### src/hdl/clcd_pkg.sv
// Shared types, constants and helper functions for the character LCD bus sequencer.
`timescale 1ns / 1ps
`default_nettype none

package clcd_pkg;

    // Default width of the phase tick counter
    localparam int COUNT_BITS_DEF = 24;

    // Timing registers
    localparam int REG_W     = 24;
    localparam int NUM_REGS  = 8;
    localparam int CFG_IDX_W = 4;

    localparam logic [CFG_IDX_W-1:0] REG_BOOT        = 4'd0;
    localparam logic [CFG_IDX_W-1:0] REG_LONG_KNOCK  = 4'd1;
    localparam logic [CFG_IDX_W-1:0] REG_SHORT_KNOCK = 4'd2;
    localparam logic [CFG_IDX_W-1:0] REG_SETUP       = 4'd3;
    localparam logic [CFG_IDX_W-1:0] REG_PULSE       = 4'd4;
    localparam logic [CFG_IDX_W-1:0] REG_HOLD        = 4'd5;
    localparam logic [CFG_IDX_W-1:0] REG_RECOVER     = 4'd6;
    localparam logic [CFG_IDX_W-1:0] REG_POLL_PULSE  = 4'd7;

    localparam logic [REG_W-1:0] RST_BOOT        = 24'd300000;
    localparam logic [REG_W-1:0] RST_LONG_KNOCK  = 24'd82000;
    localparam logic [REG_W-1:0] RST_SHORT_KNOCK = 24'd2;
    localparam logic [REG_W-1:0] RST_SETUP       = 24'd2800;
    localparam logic [REG_W-1:0] RST_PULSE       = 24'd9000;
    localparam logic [REG_W-1:0] RST_HOLD        = 24'd200;
    localparam logic [REG_W-1:0] RST_RECOVER     = 24'd9000;
    localparam logic [REG_W-1:0] RST_POLL_PULSE  = 24'd6400;

    // Request modes
    localparam logic [2:0] MODE_TICK  = 3'd0;
    localparam logic [2:0] MODE_INSTR = 3'd1;
    localparam logic [2:0] MODE_DATA  = 3'd2;
    localparam logic [2:0] MODE_POS   = 3'd3;
    localparam logic [2:0] MODE_INIT  = 3'd4;

    // Bus constants
    localparam logic [7:0] KNOCK_BYTE   = 8'h30;
    localparam logic [7:0] SET_DDRAM    = 8'h80;
    localparam logic [6:0] ROW_ODD_BASE = 7'h40;
    localparam logic [6:0] ROW_HI_BASE  = 7'h14;
    localparam logic [7:0] LINE_LEN     = 8'd20;
    localparam int         BUSY_BIT     = 7;

    // Init sequence steps
    localparam logic [3:0] STEP_FIRST_BYTE = 4'd3;
    localparam logic [3:0] STEP_LAST_BYTE  = 4'd8;

    // Timing register file contents
    typedef struct packed {
        logic [REG_W-1:0] boot;
        logic [REG_W-1:0] long_knock;
        logic [REG_W-1:0] short_knock;
        logic [REG_W-1:0] setup;
        logic [REG_W-1:0] pulse;
        logic [REG_W-1:0] hold;
        logic [REG_W-1:0] recover;
        logic [REG_W-1:0] poll_pulse;
    } cfg_t;

    // One input item
    typedef struct packed {
        logic [2:0] mode;
        logic [7:0] value;
        logic [7:0] col;
        logic [7:0] row;
        logic [7:0] bus_in;
    } req_t;

    // One result item
    typedef struct packed {
        logic       lcd_enable;
        logic       lcd_rs;
        logic       lcd_rw;
        logic [7:0] bus_out;
        logic       bus_drive;
        logic       ready_res;
        logic       rejected;
    } res_t;

    // Output queue status towards the top level
    typedef struct packed {
        logic full;
        logic empty;
    } queue_status_t;

    // Sequencer phases, one-hot
    typedef enum logic [10:0] {
        PH_IDLE       = 11'b000_0000_0001,
        PH_BOOT       = 11'b000_0000_0010,
        PH_KNOCK      = 11'b000_0000_0100,
        PH_KGAP       = 11'b000_0000_1000,
        PH_PPULSE     = 11'b000_0001_0000,
        PH_PHOLD_BUSY = 11'b000_0010_0000,
        PH_PHOLD_FREE = 11'b000_0100_0000,
        PH_SETUP      = 11'b000_1000_0000,
        PH_PULSE      = 11'b001_0000_0000,
        PH_HOLD       = 11'b010_0000_0000,
        PH_RECOVER    = 11'b100_0000_0000
    } phase_t;

    // Instruction byte sent at a given init step
    function automatic logic [7:0] init_byte(input logic [3:0] step);
        logic [7:0] b;
        case (step)
            4'd3:    b = 8'h38;
            4'd4:    b = 8'h08;
            4'd5:    b = 8'h01;
            4'd6:    b = 8'h06;
            4'd7:    b = 8'h0F;
            4'd8:    b = 8'h80;
            default: b = 8'h38;
        endcase
        return b;
    endfunction

    // Column modulo 20 by reciprocal multiply (205 / 4096), exact for 8-bit input
    function automatic logic [4:0] col_mod20(input logic [7:0] col);
        logic [15:0] prod;
        logic [3:0]  quot;
        logic [7:0]  back;
        logic [7:0]  rem;
        prod = 16'(col) * 16'd205;
        quot = prod[15:12];
        back = 8'(8'(quot) * LINE_LEN);
        rem  = col - back;
        return rem[4:0];
    endfunction

    // DDRAM address command for a row and column on a 4x20 panel
    function automatic logic [7:0] pos_byte(input logic [7:0] col, input logic [7:0] row);
        logic [6:0] base;
        logic [6:0] addr;
        base = (row[0] ? ROW_ODD_BASE : 7'h00) + (row[1] ? ROW_HI_BASE : 7'h00);
        addr = base + 7'(col_mod20(col));
        return SET_DDRAM | {1'b0, addr};
    endfunction

endpackage

`default_nettype wire

### src/hdl/clcd_ifs.sv
// Handshake interfaces for request, result and configuration channels.
`timescale 1ns / 1ps
`default_nettype none

interface clcd_req_if;
    logic       valid;
    logic       ready;
    logic [2:0] mode;
    logic [7:0] value;
    logic [7:0] col;
    logic [7:0] row;
    logic [7:0] bus_in;

    modport source (output valid, mode, value, col, row, bus_in, input ready);
    modport sink   (input valid, mode, value, col, row, bus_in, output ready);
endinterface

interface clcd_res_if;
    logic       valid;
    logic       ready;
    logic       lcd_enable;
    logic       lcd_rs;
    logic       lcd_rw;
    logic [7:0] bus_out;
    logic       bus_drive;
    logic       ready_res;
    logic       rejected;

    modport source (output valid, lcd_enable, lcd_rs, lcd_rw, bus_out, bus_drive,
                    ready_res, rejected, input ready);
    modport sink   (input valid, lcd_enable, lcd_rs, lcd_rw, bus_out, bus_drive,
                    ready_res, rejected, output ready);
endinterface

interface clcd_cfg_if;
    logic                           valid;
    logic                           ready;
    logic [clcd_pkg::CFG_IDX_W-1:0] index;
    logic [clcd_pkg::REG_W-1:0]     data;

    modport source (output valid, index, data, input ready);
    modport sink   (input valid, index, data, output ready);
endinterface

`default_nettype wire

### src/hdl/clcd_cfg_regs.sv
// Timing register file written through the configuration channel.
`timescale 1ns / 1ps
`default_nettype none

module clcd_cfg_regs (
    input  wire logic      clk,
    input  wire logic      rst_n,
    clcd_cfg_if.sink       cfg,
    output clcd_pkg::cfg_t regs
);

    clcd_pkg::cfg_t regs_reg;
    clcd_pkg::cfg_t regs_next;

    assign cfg.ready = 1'b1;
    assign regs      = regs_reg;

    // Register write decode; indexes beyond the list are dropped
    always_comb
    begin
        regs_next = regs_reg;
        if (cfg.valid)
        begin
            unique case (cfg.index)
                clcd_pkg::REG_BOOT:        regs_next.boot        = cfg.data;
                clcd_pkg::REG_LONG_KNOCK:  regs_next.long_knock  = cfg.data;
                clcd_pkg::REG_SHORT_KNOCK: regs_next.short_knock = cfg.data;
                clcd_pkg::REG_SETUP:       regs_next.setup       = cfg.data;
                clcd_pkg::REG_PULSE:       regs_next.pulse       = cfg.data;
                clcd_pkg::REG_HOLD:        regs_next.hold        = cfg.data;
                clcd_pkg::REG_RECOVER:     regs_next.recover     = cfg.data;
                clcd_pkg::REG_POLL_PULSE:  regs_next.poll_pulse  = cfg.data;
                default:                   regs_next = regs_reg;
            endcase
        end
    end

    always_ff @(posedge clk or negedge rst_n)
    begin
        if (!rst_n)
        begin
            regs_reg.boot        <= clcd_pkg::RST_BOOT;
            regs_reg.long_knock  <= clcd_pkg::RST_LONG_KNOCK;
            regs_reg.short_knock <= clcd_pkg::RST_SHORT_KNOCK;
            regs_reg.setup       <= clcd_pkg::RST_SETUP;
            regs_reg.pulse       <= clcd_pkg::RST_PULSE;
            regs_reg.hold        <= clcd_pkg::RST_HOLD;
            regs_reg.recover     <= clcd_pkg::RST_RECOVER;
            regs_reg.poll_pulse  <= clcd_pkg::RST_POLL_PULSE;
        end
        else
        begin
            regs_reg <= regs_next;
        end
    end

endmodule

`default_nettype wire

### src/hdl/clcd_core.sv
// Phase sequencer: one tick per item, computes pin levels for the item.
`timescale 1ns / 1ps
`default_nettype none

module clcd_core #(
    parameter int COUNT_BITS = clcd_pkg::COUNT_BITS_DEF
) (
    input  wire logic           clk,
    input  wire logic           rst_n,
    input  wire logic           fire,
    input  wire clcd_pkg::req_t req,
    input  wire clcd_pkg::cfg_t regs,
    output clcd_pkg::res_t      res
);

    localparam int CMP_W = (COUNT_BITS > clcd_pkg::REG_W) ? COUNT_BITS : clcd_pkg::REG_W;
    localparam logic [CMP_W-1:0] CNT_MAX = CMP_W'({COUNT_BITS{1'b1}});

    clcd_pkg::phase_t       phase_reg,    phase_next;
    logic [COUNT_BITS-1:0]  tick_reg,     tick_next;
    logic [7:0]             pbyte_reg,    pbyte_next;
    logic                   prs_reg,      prs_next;
    logic [3:0]             step_reg,     step_next;
    logic                   init_reg,     init_next;

    logic [COUNT_BITS-1:0]  tick_inc;
    logic [clcd_pkg::REG_W-1:0] dur_raw;
    logic [CMP_W-1:0]       dur_clamp;
    logic [CMP_W-1:0]       dur;
    logic                   is_req;
    logic                   rejected;

    assign is_req   = (req.mode == clcd_pkg::MODE_INSTR) || (req.mode == clcd_pkg::MODE_DATA)
                   || (req.mode == clcd_pkg::MODE_POS)   || (req.mode == clcd_pkg::MODE_INIT);
    assign tick_inc = tick_reg + COUNT_BITS'(1);

    // Duration of the current phase, clamped to counter range and at least one tick
    always_comb
    begin
        unique case (phase_reg)
            clcd_pkg::PH_BOOT:       dur_raw = regs.boot;
            clcd_pkg::PH_KNOCK:      dur_raw = (step_reg == 4'd0) ? regs.long_knock :
                                               (step_reg == 4'd1) ? regs.short_knock :
                                                                    regs.pulse;
            clcd_pkg::PH_PPULSE:     dur_raw = regs.poll_pulse;
            clcd_pkg::PH_PHOLD_BUSY,
            clcd_pkg::PH_PHOLD_FREE: dur_raw = regs.hold;
            clcd_pkg::PH_SETUP:      dur_raw = regs.setup;
            clcd_pkg::PH_PULSE:      dur_raw = regs.pulse;
            clcd_pkg::PH_HOLD:       dur_raw = regs.hold;
            clcd_pkg::PH_RECOVER:    dur_raw = regs.recover;
            default:                 dur_raw = clcd_pkg::REG_W'(1);
        endcase
        dur_clamp = (CMP_W'(dur_raw) > CNT_MAX) ? CNT_MAX : CMP_W'(dur_raw);
        dur       = (dur_clamp == '0) ? CMP_W'(1) : dur_clamp;
    end

    // Next state for one tick
    always_comb
    begin
        phase_next = phase_reg;
        tick_next  = tick_reg;
        pbyte_next = pbyte_reg;
        prs_next   = prs_reg;
        step_next  = step_reg;
        init_next  = init_reg;
        rejected   = 1'b0;

        if (phase_reg != clcd_pkg::PH_IDLE)
        begin
            rejected  = is_req;
            tick_next = tick_inc;
            if (CMP_W'(tick_inc) >= dur)
            begin
                tick_next = '0;
                unique case (phase_reg)
                    clcd_pkg::PH_BOOT:
                    begin
                        step_next  = 4'd0;
                        phase_next = clcd_pkg::PH_KNOCK;
                    end
                    clcd_pkg::PH_KNOCK:      phase_next = clcd_pkg::PH_KGAP;
                    clcd_pkg::PH_KGAP:
                    begin
                        if (step_reg < 4'd2)
                        begin
                            step_next  = step_reg + 4'd1;
                            phase_next = clcd_pkg::PH_KNOCK;
                        end
                        else
                        begin
                            step_next  = clcd_pkg::STEP_FIRST_BYTE;
                            pbyte_next = clcd_pkg::init_byte(clcd_pkg::STEP_FIRST_BYTE);
                            prs_next   = 1'b0;
                            phase_next = clcd_pkg::PH_PPULSE;
                        end
                    end
                    clcd_pkg::PH_PPULSE:
                        phase_next = req.bus_in[clcd_pkg::BUSY_BIT] ? clcd_pkg::PH_PHOLD_BUSY
                                                                    : clcd_pkg::PH_PHOLD_FREE;
                    clcd_pkg::PH_PHOLD_BUSY: phase_next = clcd_pkg::PH_PPULSE;
                    clcd_pkg::PH_PHOLD_FREE: phase_next = clcd_pkg::PH_SETUP;
                    clcd_pkg::PH_SETUP:      phase_next = clcd_pkg::PH_PULSE;
                    clcd_pkg::PH_PULSE:      phase_next = clcd_pkg::PH_HOLD;
                    clcd_pkg::PH_HOLD:       phase_next = clcd_pkg::PH_RECOVER;
                    clcd_pkg::PH_RECOVER:
                    begin
                        if (!init_reg && step_reg >= clcd_pkg::STEP_FIRST_BYTE
                            && step_reg < clcd_pkg::STEP_LAST_BYTE)
                        begin
                            step_next  = step_reg + 4'd1;
                            pbyte_next = clcd_pkg::init_byte(step_reg + 4'd1);
                            prs_next   = 1'b0;
                            phase_next = clcd_pkg::PH_PPULSE;
                        end
                        else
                        begin
                            init_next  = 1'b1;
                            step_next  = 4'd0;
                            phase_next = clcd_pkg::PH_IDLE;
                        end
                    end
                    default:                 phase_next = clcd_pkg::PH_IDLE;
                endcase
            end
        end
        else if (is_req)
        begin
            tick_next = '0;
            if (req.mode == clcd_pkg::MODE_INIT)
            begin
                init_next  = 1'b0;
                step_next  = 4'd0;
                phase_next = clcd_pkg::PH_BOOT;
            end
            else if (!init_reg)
            begin
                rejected = 1'b1;
            end
            else
            begin
                phase_next = clcd_pkg::PH_PPULSE;
                prs_next   = (req.mode == clcd_pkg::MODE_DATA);
                pbyte_next = (req.mode == clcd_pkg::MODE_POS) ?
                             clcd_pkg::pos_byte(req.col, req.row) : req.value;
            end
        end
    end

    // Pin levels for the phase entered by this item
    always_comb
    begin
        res            = '0;
        res.rejected   = rejected;
        res.ready_res  = (phase_next == clcd_pkg::PH_IDLE);
        unique case (phase_next)
            clcd_pkg::PH_BOOT:       res.bus_drive = 1'b1;
            clcd_pkg::PH_KNOCK:
            begin
                res.lcd_enable = 1'b1;
                res.bus_out    = clcd_pkg::KNOCK_BYTE;
                res.bus_drive  = 1'b1;
            end
            clcd_pkg::PH_KGAP:
            begin
                res.bus_out   = clcd_pkg::KNOCK_BYTE;
                res.bus_drive = 1'b1;
            end
            clcd_pkg::PH_PPULSE:
            begin
                res.lcd_enable = 1'b1;
                res.lcd_rw     = 1'b1;
            end
            clcd_pkg::PH_PHOLD_BUSY,
            clcd_pkg::PH_PHOLD_FREE: res.lcd_rw = 1'b1;
            clcd_pkg::PH_SETUP,
            clcd_pkg::PH_HOLD:
            begin
                res.lcd_rs    = prs_next;
                res.bus_out   = pbyte_next;
                res.bus_drive = 1'b1;
            end
            clcd_pkg::PH_PULSE:
            begin
                res.lcd_enable = 1'b1;
                res.lcd_rs     = prs_next;
                res.bus_out    = pbyte_next;
                res.bus_drive  = 1'b1;
            end
            clcd_pkg::PH_RECOVER:
            begin
                res.lcd_rs    = prs_next;
                res.bus_drive = 1'b1;
            end
            default:                 res.bus_drive = 1'b0;
        endcase
    end

    // State registers advance once per item
    always_ff @(posedge clk or negedge rst_n)
    begin
        if (!rst_n)
        begin
            phase_reg <= clcd_pkg::PH_IDLE;
            tick_reg  <= '0;
            pbyte_reg <= '0;
            prs_reg   <= 1'b0;
            step_reg  <= '0;
            init_reg  <= 1'b0;
        end
        else if (fire)
        begin
            phase_reg <= phase_next;
            tick_reg  <= tick_next;
            pbyte_reg <= pbyte_next;
            prs_reg   <= prs_next;
            step_reg  <= step_next;
            init_reg  <= init_next;
        end
    end

endmodule

`default_nettype wire

### src/hdl/clcd_out_queue.sv
// Two-entry result queue that decouples the result channel from the input side.
`timescale 1ns / 1ps
`default_nettype none

module clcd_out_queue (
    input  wire logic             clk,
    input  wire logic             rst_n,
    input  wire logic             push,
    input  wire clcd_pkg::res_t   push_data,
    output clcd_pkg::queue_status_t status,
    clcd_res_if.source            res
);

    clcd_pkg::res_t entry_reg [2];
    logic           head_reg,  head_next;
    logic           tail_reg,  tail_next;
    logic [1:0]     count_reg, count_next;
    logic           pop;
    clcd_pkg::res_t head_data;

    assign pop          = res.valid && res.ready;
    assign status       = '{full: (count_reg == 2'd2), empty: (count_reg == 2'd0)};
    assign head_data    = entry_reg[head_reg];

    // Result channel driven from the head entry
    assign res.valid      = !status.empty;
    assign res.lcd_enable = head_data.lcd_enable;
    assign res.lcd_rs     = head_data.lcd_rs;
    assign res.lcd_rw     = head_data.lcd_rw;
    assign res.bus_out    = head_data.bus_out;
    assign res.bus_drive  = head_data.bus_drive;
    assign res.ready_res  = head_data.ready_res;
    assign res.rejected   = head_data.rejected;

    // Pointer and fill bookkeeping
    always_comb
    begin
        head_next  = pop  ? !head_reg : head_reg;
        tail_next  = push ? !tail_reg : tail_reg;
        count_next = count_reg + {1'b0, push} - {1'b0, pop};
    end

    always_ff @(posedge clk or negedge rst_n)
    begin
        if (!rst_n)
        begin
            head_reg  <= 1'b0;
            tail_reg  <= 1'b0;
            count_reg <= 2'd0;
        end
        else
        begin
            head_reg  <= head_next;
            tail_reg  <= tail_next;
            count_reg <= count_next;
        end
    end

    // Entry storage
    always_ff @(posedge clk)
    begin
        if (push)
        begin
            entry_reg[tail_reg] <= push_data;
        end
    end

endmodule

`default_nettype wire

### src/hdl/char_lcd_bus_sequencer_unit.sv
// Top level of the character LCD bus sequencer.
`timescale 1ns / 1ps
`default_nettype none

// Pin-timing sequencer for an 8-bit HD44780-style character LCD bus. Every
// request item is one clock tick of the panel timing and yields exactly one
// result item with the E, RS, RW, data and drive levels after that tick, plus
// idle and reject flags. Items are taken one per cycle while the result queue
// has room: an item sits in the input register, the sequencer state (phase,
// tick counter of 24 bits by default and its compare against the selected
// timing register) updates as the item leaves that register, and the result
// goes to a two-entry queue, from which it is offered on the result channel.
// The combinational counter increment and compare sets the clock rate. The
// user must write the timing registers through the configuration channel only
// while no item is in flight; the block itself does not enforce this.
module char_lcd_bus_sequencer_unit #(
    parameter int COUNT_BITS = clcd_pkg::COUNT_BITS_DEF
) (
    input  wire logic  clk,
    input  wire logic  rst_n,
    clcd_req_if.sink   req,
    clcd_res_if.source res,
    clcd_cfg_if.sink   cfg
);

    logic                    s1_valid_reg, s1_valid_next;
    clcd_pkg::req_t          s1_req_reg;
    clcd_pkg::req_t          req_in;
    logic                    fire;
    logic                    in_take;
    clcd_pkg::cfg_t          regs;
    clcd_pkg::res_t          core_res;
    clcd_pkg::queue_status_t q_status;

    assign req_in = '{mode: req.mode, value: req.value, col: req.col,
                      row: req.row, bus_in: req.bus_in};

    // Input register: one item moves on when the queue has room
    assign fire      = s1_valid_reg && !q_status.full;
    assign req.ready = !s1_valid_reg || fire;
    assign in_take   = req.valid && req.ready;

    always_comb
    begin
        s1_valid_next = in_take ? 1'b1 : (fire ? 1'b0 : s1_valid_reg);
    end

    always_ff @(posedge clk or negedge rst_n)
    begin
        if (!rst_n)
        begin
            s1_valid_reg <= 1'b0;
        end
        else
        begin
            s1_valid_reg <= s1_valid_next;
        end
    end

    always_ff @(posedge clk)
    begin
        if (in_take)
        begin
            s1_req_reg <= req_in;
        end
    end

    clcd_cfg_regs u_cfg_regs (
        .clk  (clk),
        .rst_n(rst_n),
        .cfg  (cfg),
        .regs (regs)
    );

    clcd_core #(
        .COUNT_BITS(COUNT_BITS)
    ) u_core (
        .clk  (clk),
        .rst_n(rst_n),
        .fire (fire),
        .req  (s1_req_reg),
        .regs (regs),
        .res  (core_res)
    );

    clcd_out_queue u_out_queue (
        .clk      (clk),
        .rst_n    (rst_n),
        .push     (fire),
        .push_data(core_res),
        .status   (q_status),
        .res      (res)
    );

    // Bus is released to zero whenever it is not driven
    a_bus_zero_undriven: assert property (@(posedge clk) disable iff (!rst_n)
        res.valid && !res.bus_drive |-> res.bus_out == 8'h00)
        else $error("bus_out nonzero while not driving");

    // Busy-flag read never drives the data pins
    a_read_no_drive: assert property (@(posedge clk) disable iff (!rst_n)
        res.valid && res.lcd_rw |-> !res.bus_drive && !res.lcd_rs)
        else $error("bus driven during busy read");

    // Idle result has all pins quiet
    a_idle_quiet: assert property (@(posedge clk) disable iff (!rst_n)
        res.valid && res.ready_res |-> !res.lcd_enable && !res.bus_drive && !res.lcd_rw)
        else $error("pins active while idle");

    // An item held in the input register reaches the queue in the next cycle unless full
    a_fire_push: assert property (@(posedge clk) disable iff (!rst_n)
        fire && !(res.valid && res.ready) |=> !q_status.empty)
        else $error("result lost between core and queue");

endmodule

`default_nettype wire

### src/flat_wrapper.sv
// flat-port wrapper written by rule: the top's interface ports become plain ports
module char_lcd_bus_sequencer_unit_flat 
#(
    parameter int COUNT_BITS = clcd_pkg::COUNT_BITS_DEF
)
  (clk, rst_n, req_valid, req_mode, req_value, req_col, req_row, req_bus_in, req_ready, res_valid, res_lcd_enable, res_lcd_rs, res_lcd_rw, res_bus_out, res_bus_drive, res_ready_res, res_rejected, res_ready, cfg_valid, cfg_index, cfg_data, cfg_ready);
  clcd_req_if req_i ();
  clcd_res_if res_i ();
  clcd_cfg_if cfg_i ();
  input  wire logic clk;
  input  wire logic rst_n;
  input wire logic [$bits(req_i.valid)-1:0] req_valid;
  input wire logic [$bits(req_i.mode)-1:0] req_mode;
  input wire logic [$bits(req_i.value)-1:0] req_value;
  input wire logic [$bits(req_i.col)-1:0] req_col;
  input wire logic [$bits(req_i.row)-1:0] req_row;
  input wire logic [$bits(req_i.bus_in)-1:0] req_bus_in;
  output wire logic [$bits(req_i.ready)-1:0] req_ready;
  output wire logic [$bits(res_i.valid)-1:0] res_valid;
  output wire logic [$bits(res_i.lcd_enable)-1:0] res_lcd_enable;
  output wire logic [$bits(res_i.lcd_rs)-1:0] res_lcd_rs;
  output wire logic [$bits(res_i.lcd_rw)-1:0] res_lcd_rw;
  output wire logic [$bits(res_i.bus_out)-1:0] res_bus_out;
  output wire logic [$bits(res_i.bus_drive)-1:0] res_bus_drive;
  output wire logic [$bits(res_i.ready_res)-1:0] res_ready_res;
  output wire logic [$bits(res_i.rejected)-1:0] res_rejected;
  input wire logic [$bits(res_i.ready)-1:0] res_ready;
  input wire logic [$bits(cfg_i.valid)-1:0] cfg_valid;
  input wire logic [$bits(cfg_i.index)-1:0] cfg_index;
  input wire logic [$bits(cfg_i.data)-1:0] cfg_data;
  output wire logic [$bits(cfg_i.ready)-1:0] cfg_ready;
  assign req_i.valid = req_valid;
  assign req_i.mode = req_mode;
  assign req_i.value = req_value;
  assign req_i.col = req_col;
  assign req_i.row = req_row;
  assign req_i.bus_in = req_bus_in;
  assign req_ready = req_i.ready;
  assign res_valid = res_i.valid;
  assign res_lcd_enable = res_i.lcd_enable;
  assign res_lcd_rs = res_i.lcd_rs;
  assign res_lcd_rw = res_i.lcd_rw;
  assign res_bus_out = res_i.bus_out;
  assign res_bus_drive = res_i.bus_drive;
  assign res_ready_res = res_i.ready_res;
  assign res_rejected = res_i.rejected;
  assign res_i.ready = res_ready;
  assign cfg_i.valid = cfg_valid;
  assign cfg_i.index = cfg_index;
  assign cfg_i.data = cfg_data;
  assign cfg_ready = cfg_i.ready;
  char_lcd_bus_sequencer_unit #(.COUNT_BITS(COUNT_BITS)) u_core (.clk(clk), .rst_n(rst_n), .req(req_i), .res(res_i), .cfg(cfg_i));
endmodule
### config.mk
export PLATFORM = sky130hd
export DESIGN_NAME = char_lcd_bus_sequencer_unit_flat
export DESIGN_NICKNAME = d
export VERILOG_FILES = /design/src/hdl/clcd_pkg.sv /design/src/hdl/clcd_ifs.sv /design/src/hdl/clcd_cfg_regs.sv /design/src/hdl/clcd_core.sv /design/src/hdl/clcd_out_queue.sv /design/src/hdl/char_lcd_bus_sequencer_unit.sv /design/src/flat_wrapper.sv
export SDC_FILE = /design/constraint.sdc
export NUM_CORES = 1
export LEC_CHECK = 0
export CAP_MARGIN = 25
export CORE_MARGIN = 1.5
export CORE_UTILIZATION = 54
export DETAILED_ROUTE_END_ITERATION = 12
export DONT_BUFFER_PORTS = 1
export GPL_ROUTABILITY_DRIVEN = 0
export HOLD_SLACK_MARGIN = 0.02
export PLACE_DENSITY = 0.75
export SLEW_MARGIN = 20
export SYNTH_ARGS = -nofsm -noshare
export SYNTH_HDL_FRONTEND = slang
export SYNTH_SLANG_ARGS = --single-unit
### constraint.sdc
create_clock -name clk -period 5.4 [get_ports clk]
set_input_delay 0.27 -clock clk [delete_from_list [all_inputs] [get_ports clk]]
set_output_delay 0.27 -clock clk [all_outputs]
set_load 0.02 [all_outputs]
# Yosys cells after proc, flatten, opt, wreduce, memory -nomap -nowiden
# Memories as Yosys holds them, arrays and structs flattened.
# Index checks and enable logic that the tools add are counted.
# Widths: inputs -> output; s select.
dict set report word_totals {
  register_bits 275
  mem_bits_rw 28
  input_bits 68
  out_inout_bits 17
  wordCells 185
  memories 1
}
dict set report op_classes {
  n_addsub 7
  n_mul 2
  order_cmp 5
  n_eq_ne 44
  mux 63
  n_reduce_logical 40
}
# memory words width read_ports rd_clocked_by_memory_dff wr line
set mem_list {}
lappend mem_list {u_core.u_out_queue.entry_reg 2 14 1 0 1 clcd_out_queue.sv:14} ;# clcd_pkg::res_t entry_reg [2];
# op count
set ops {}
lappend ops {{$mux 24} 7}
lappend ops {{$pmux 24 s7} 1}
lappend ops {{$pmux 11 s10} 1}
lappend ops {{$mux 8} 8}
lappend ops {{$mux 11} 5}
lappend ops {{$pmux 8 s5} 1}
lappend ops {{$eq 4x3->1 const B} 8}
lappend ops {{$pmux 8 s2} 2}
lappend ops {{$mux 1} 25}
lappend ops {{$add 24x1->24 const B} 1}
lappend ops {{$ge 24x24->1} 1}
lappend ops {{$gt 24x24->1 const B} 1}
lappend ops {{$logic_not 24->1} 1}
lappend ops {{$mux 4} 6}
lappend ops {{$eq 11x10->1 const B} 2}
lappend ops {{$eq 11x11->1 const B} 2}
lappend ops {{$eq 11x2->1 const B} 2}
lappend ops {{$eq 11x3->1 const B} 2}
lappend ops {{$eq 11x4->1 const B} 2}
lappend ops {{$eq 11x5->1 const B} 2}
lappend ops {{$eq 11x6->1 const B} 2}
lappend ops {{$eq 11x7->1 const B} 2}
lappend ops {{$eq 11x8->1 const B} 2}
lappend ops {{$eq 11x9->1 const B} 2}
lappend ops {{other kinds (39)} 73}

# Logic depth before layout (Yosys ltp)
dict set report depth {
  ltp_word 14
  mapped_depth 25
  ltp_nobuf 25
}

# Hierarchy
# From an unflattened synthesis, not the netlist that was laid out.
dict set report unflattened {
  hier_cells 1458
  area_unflattened_um2 17001.3
}
# mod instances cells_each area_per_inst_um2 seq_area_each_um2
set by_module_without_submodules {}
lappend by_module_without_submodules {clcd_cfg_regs 1 418 7362.1 4848.4}
lappend by_module_without_submodules {clcd_core 1 938 7269.5 1227.4}
lappend by_module_without_submodules {clcd_out_queue 1 62 1267.5 940.9}
lappend by_module_without_submodules {char_lcd_bus_sequencer_unit 1 40 1102.3 1076.0}

# Least setup slack after synthesis
# No wires, ideal clock.
dict set report synth_timing {
  path_kind {flip-flop to flip-flop}
  startpoint {register u_core.u_core.step_reg[1]}
  endpoint {memory u_core.u_out_queue.entry_reg[0][7] (netlist name) (data pin)}
  setup_ns 0.280
  t_arrival_ns 5.217
  required_ns 5.120
  setup_slack_ns -0.097
  stages_incl_launch_ff 24
  path_buffers 3
  synth_period_minus_slack_ns 5.497
  path_cell_list {dfrtp_1 -> inv_1 -> ha_1 -> nor3b_1 -> clkbuf_1 -> buf_2 -> mux2i_1 -> a21oi_1 -> a222oi_1 -> o211a_1 -> nand4_1 -> or4_1 -> o31ai_1 -> ha_1 -> nand2b_1 -> a211oi_1 -> nor3_1 -> o21ai_1 -> nand2_1 -> buf_2 -> a22o_1 -> xnor2_1 -> a21oi_1 -> o31ai_1}
}
# element line
set synth_lines {}
lappend synth_lines {{from (decl)} clcd_core.sv:23} ;# logic [3:0] step_reg, step_next;
lappend synth_lines {{from (signal assigned)} clcd_core.sv:217} ;# step_reg <= step_next;
lappend synth_lines {{to (decl)} clcd_out_queue.sv:14}

==> metrics.cfg <==
[status]
status=finished with violations
violations=hold timing, setup timing

[cells_and_area]
stdcell_count=1951
final_cell_mix=210 x dfrtp_1, 209 x mux2_2, 160 x buf_4
utilization_pct=67.5
syn2layout_area_growth_pct=22.2
finalNetCount=1695
final_common_cell=dfrtp_1
drive_gt1_share_pct=35.4
largest_register_ffs=192

[setup_path]
path_cells=ha_4 > inv_2 > fa_1 > fa_1 > inv_2 > fa_2 > ha_4 > a2111oi_4 > o21ai_2 > a31oi_1 > xnor2_1 > fa_2 > xor2_2 > xnor2_1 > xnor2_1 > xnor2_1 > ha_1 > a31oi_1 > o211ai_1 > o211ai_1 > o31ai_1
crit_family=adder cells
crit_path_top_delay_cell=fa_1
cp.required_ns=5.76
critPathArrivalTime_ns=5.94
cpMostUsedCell=xnor2_1
worstSetupStartpointType=flop
rrSetupSlack_ns=-0.18
critPathMaxFanout=3
critPathCaptureType=flop
critPathKind=flop to flop
path_buf_inv=2
slowest_delay_ns=0.52

[placed_design]
post-place-ws_ns=-0.327
dpl.cell_count=1809
portBuffers=0
hpwl_mm=26.2

[pwr]
sequentialPowerShare_pct=32.0
p_sw_w=0.00356
powerDensity_mw_per_mm2=508
comb_power_share_pct=46.9
p_int_w=0.00635
switching_share_pct=36.0
power_frac_clock_pct=21.1
p_leak_nw=8.45
peakVddDrop_mv=0.323

[clock_network]
clock_latency_ns=0.56
h-tree-depth=1
cts.sinks=296
cts_tree=built
clockRootBuffer=clkbuf_16
cts_buffers=30
holdBufCountCts=48
clockBufferDepth=3
clk_pin_slew_ns=0.06

[yosys]
ys.flop_type=dfrtp_1
yosysTopAreaCell=dfrtp_1
ys_warn_count=0
synth.avg_cell_area_um2=11.7
async_flop_share_pct=83.1
synth_cell_types=79
synth_edf_count=50
ys_seq_area_share_pct=48.3
ys_ff_latch=296
syn-num-nets=1516
syn-instance-count=1361
syn-cell-area_mm2=0.0160
netlist.area_leader.share_pct=32.9
synth_area_leaders=dfrtp_1 33%, mux2_2 15%, edfxtp_1 9.4%

[timing]
fin_ws_ns=-0.179
fmax_ghz=0.179
fin_crit_sh_pct=103
finalHoldViolations=246
period_needed_ns=5.58
worst_pin_slew_ns=1.05
drv_slew=0
slew_headroom_pct=29.6
fin_worst_skew_ns=0.0134
rsz0062_at_grt=yes
finalSetupViolCount=6
hold_slack_ns=-0.575

[die]
dieArea_mm2=0.0306
die_w_um=175
fp.dieH_um=175
ioPinCount=85
fp-row-count=62
fp.coreArea_mm2=0.0289
start_util_pct=55.3

[job]
maxCapViolCount=0

[grt]
grt_pass1_wl_mm=66.3
antenna_found_initial=2
grt_use_total_pct=27.3
grt_pass1_vias=12300
grt_start_max_net_pins=247
grt.overflow.total=0

[detailed_routing]
antenna_left=0
num_vias=12100
drt_iter0_drc=1136
post-route-drc-count=0
drt_pre_antenna_iters=6
viasPerCell=6.19
drt_wl_total_mm=42.2
wl_per_cell_um=21.6

[hold_path]
hp-class=input pin to asynchronous set/reset pin

[per-stage QoR]
step           cell area [µm²]  power [W]  TNS, ns
2_1_floorplan            16000    0.00554        0
3_3_place_gp             17300    0.00666    -1.25
3_5_place_dp             17300    0.00680    -3.74
4_1_cts                  19100    0.00943  -0.0841
5_1_grt                  19500     0.0105    -5.43
6_report                 19500    0.00991   -0.743
[power by group through the flow]
| stage | Combinational (W) | Clock, W | Sequential [W] |
|---|---|---|---|
| final | 0.00465 | 0.00209 | 0.00317 |
| after global routing | 0.00502 | 0.00221 | 0.00322 |
| after CTS | 0.00417 | 0.00212 | 0.00315 |
| after detailed placement | 0.00362 | 0 | 0.00318 |
| after global placement | 0.00350 | 0 | 0.00315 |
| after floorplan | 0.00246 | 0 | 0.00308 |
[layout make-up]
type                    count  area [µm²]
repair buffers            224        1930
well taps                 384         480
fillers                  2002        9370
clock inverters            12        96.3
diodes                      3        7.51
multi-input cells         934        8170
flip-flops and latches    296        7700
clock buffers              44         906
inverters                  54         203
[Yosys cell counts (all sizes together), types with 3 or more instances]
cell / instances
a31oi: 4
dfstp: 36
mux2: 209
ha: 75
dfrtp: 210
nor3b: 5
nor2b: 10
a221oi: 6
fa: 12
and4: 7
and2: 18
nand3: 22
nand2: 67
a2111oi: 3
or3: 3
a22oi: 9
nor3: 21
o21ai: 60
buf: 28
xor2: 15
a211oi: 4
a21oi: 56
nand4: 16
nand4b: 3
or4: 4
edfxtp: 50
nor4: 8
nor2: 68
nand3b: 6
and3: 20
a21o: 8
o31ai: 10
clkbuf: 50
a22o: 40
mux2i: 31
a222oi: 36
xnor2: 27
o211ai: 8
inv: 54
nand2b: 6
o22ai: 3
[timing repair]
| item | in CTS | in global routing |
|---|---|---|
| pin swaps | 30 | 25 |
| hold endpoints to repair | 462 | 246 |
| gates cloned | 1 | 0 |
| resized for setup | 43 | 50 |
| endpoints found under the setup margin | 26 | 43 |
| setup buffers | 14 | 21 |
[cells by family (layout without fill, tap and decap cells)]
kind of cell | Yosys count | after routing | share of synthesized area (%)
multiplexers | 240 | 240 | 16.7
adder cells (fa/ha/maj) | 88 | 88 | 7.45
XOR/XNOR | 42 | 42 | 2.31
flip-flops | 296 | 296 | 48.3
buffers and inverters | 132 | 334 | 3.46
AND/OR/NAND/NOR | 293 | 293 | 9.76
AO/OA/AOI/OAI | 269 | 270 | 12.0
other | 1 | 4 | 0.0235
[final timing paths]
path	depth (start not counted)	to	start
setup / recovery	21	u_core.u_out_queue.entry_reg[1][8]	u_core.s1_req_reg[18]
min in group clk	1	u_core.s1_req_reg[34]	req_valid
hold / removal	0	u_core.u_core.tick_reg[18]	rst_n
setup reg to reg	21	u_core.u_out_queue.entry_reg[1][8]	u_core.s1_req_reg[18]
hold reg to reg	2	u_core.u_core.pbyte_reg[0]	u_core.u_core.pbyte_reg[0]
max in group asynchronous	0	u_core.u_core.phase_reg[7]	rst_n
[metal layers]
layer  global-route usage [%]  share of wire (%)
met1                     37.0                 42
met2                     44.6                 48
met3                     5.05                7.5
met4                     8.33                2.6
met5                        0                  0
Note: power is estimated with default switching activity, not from simulation.
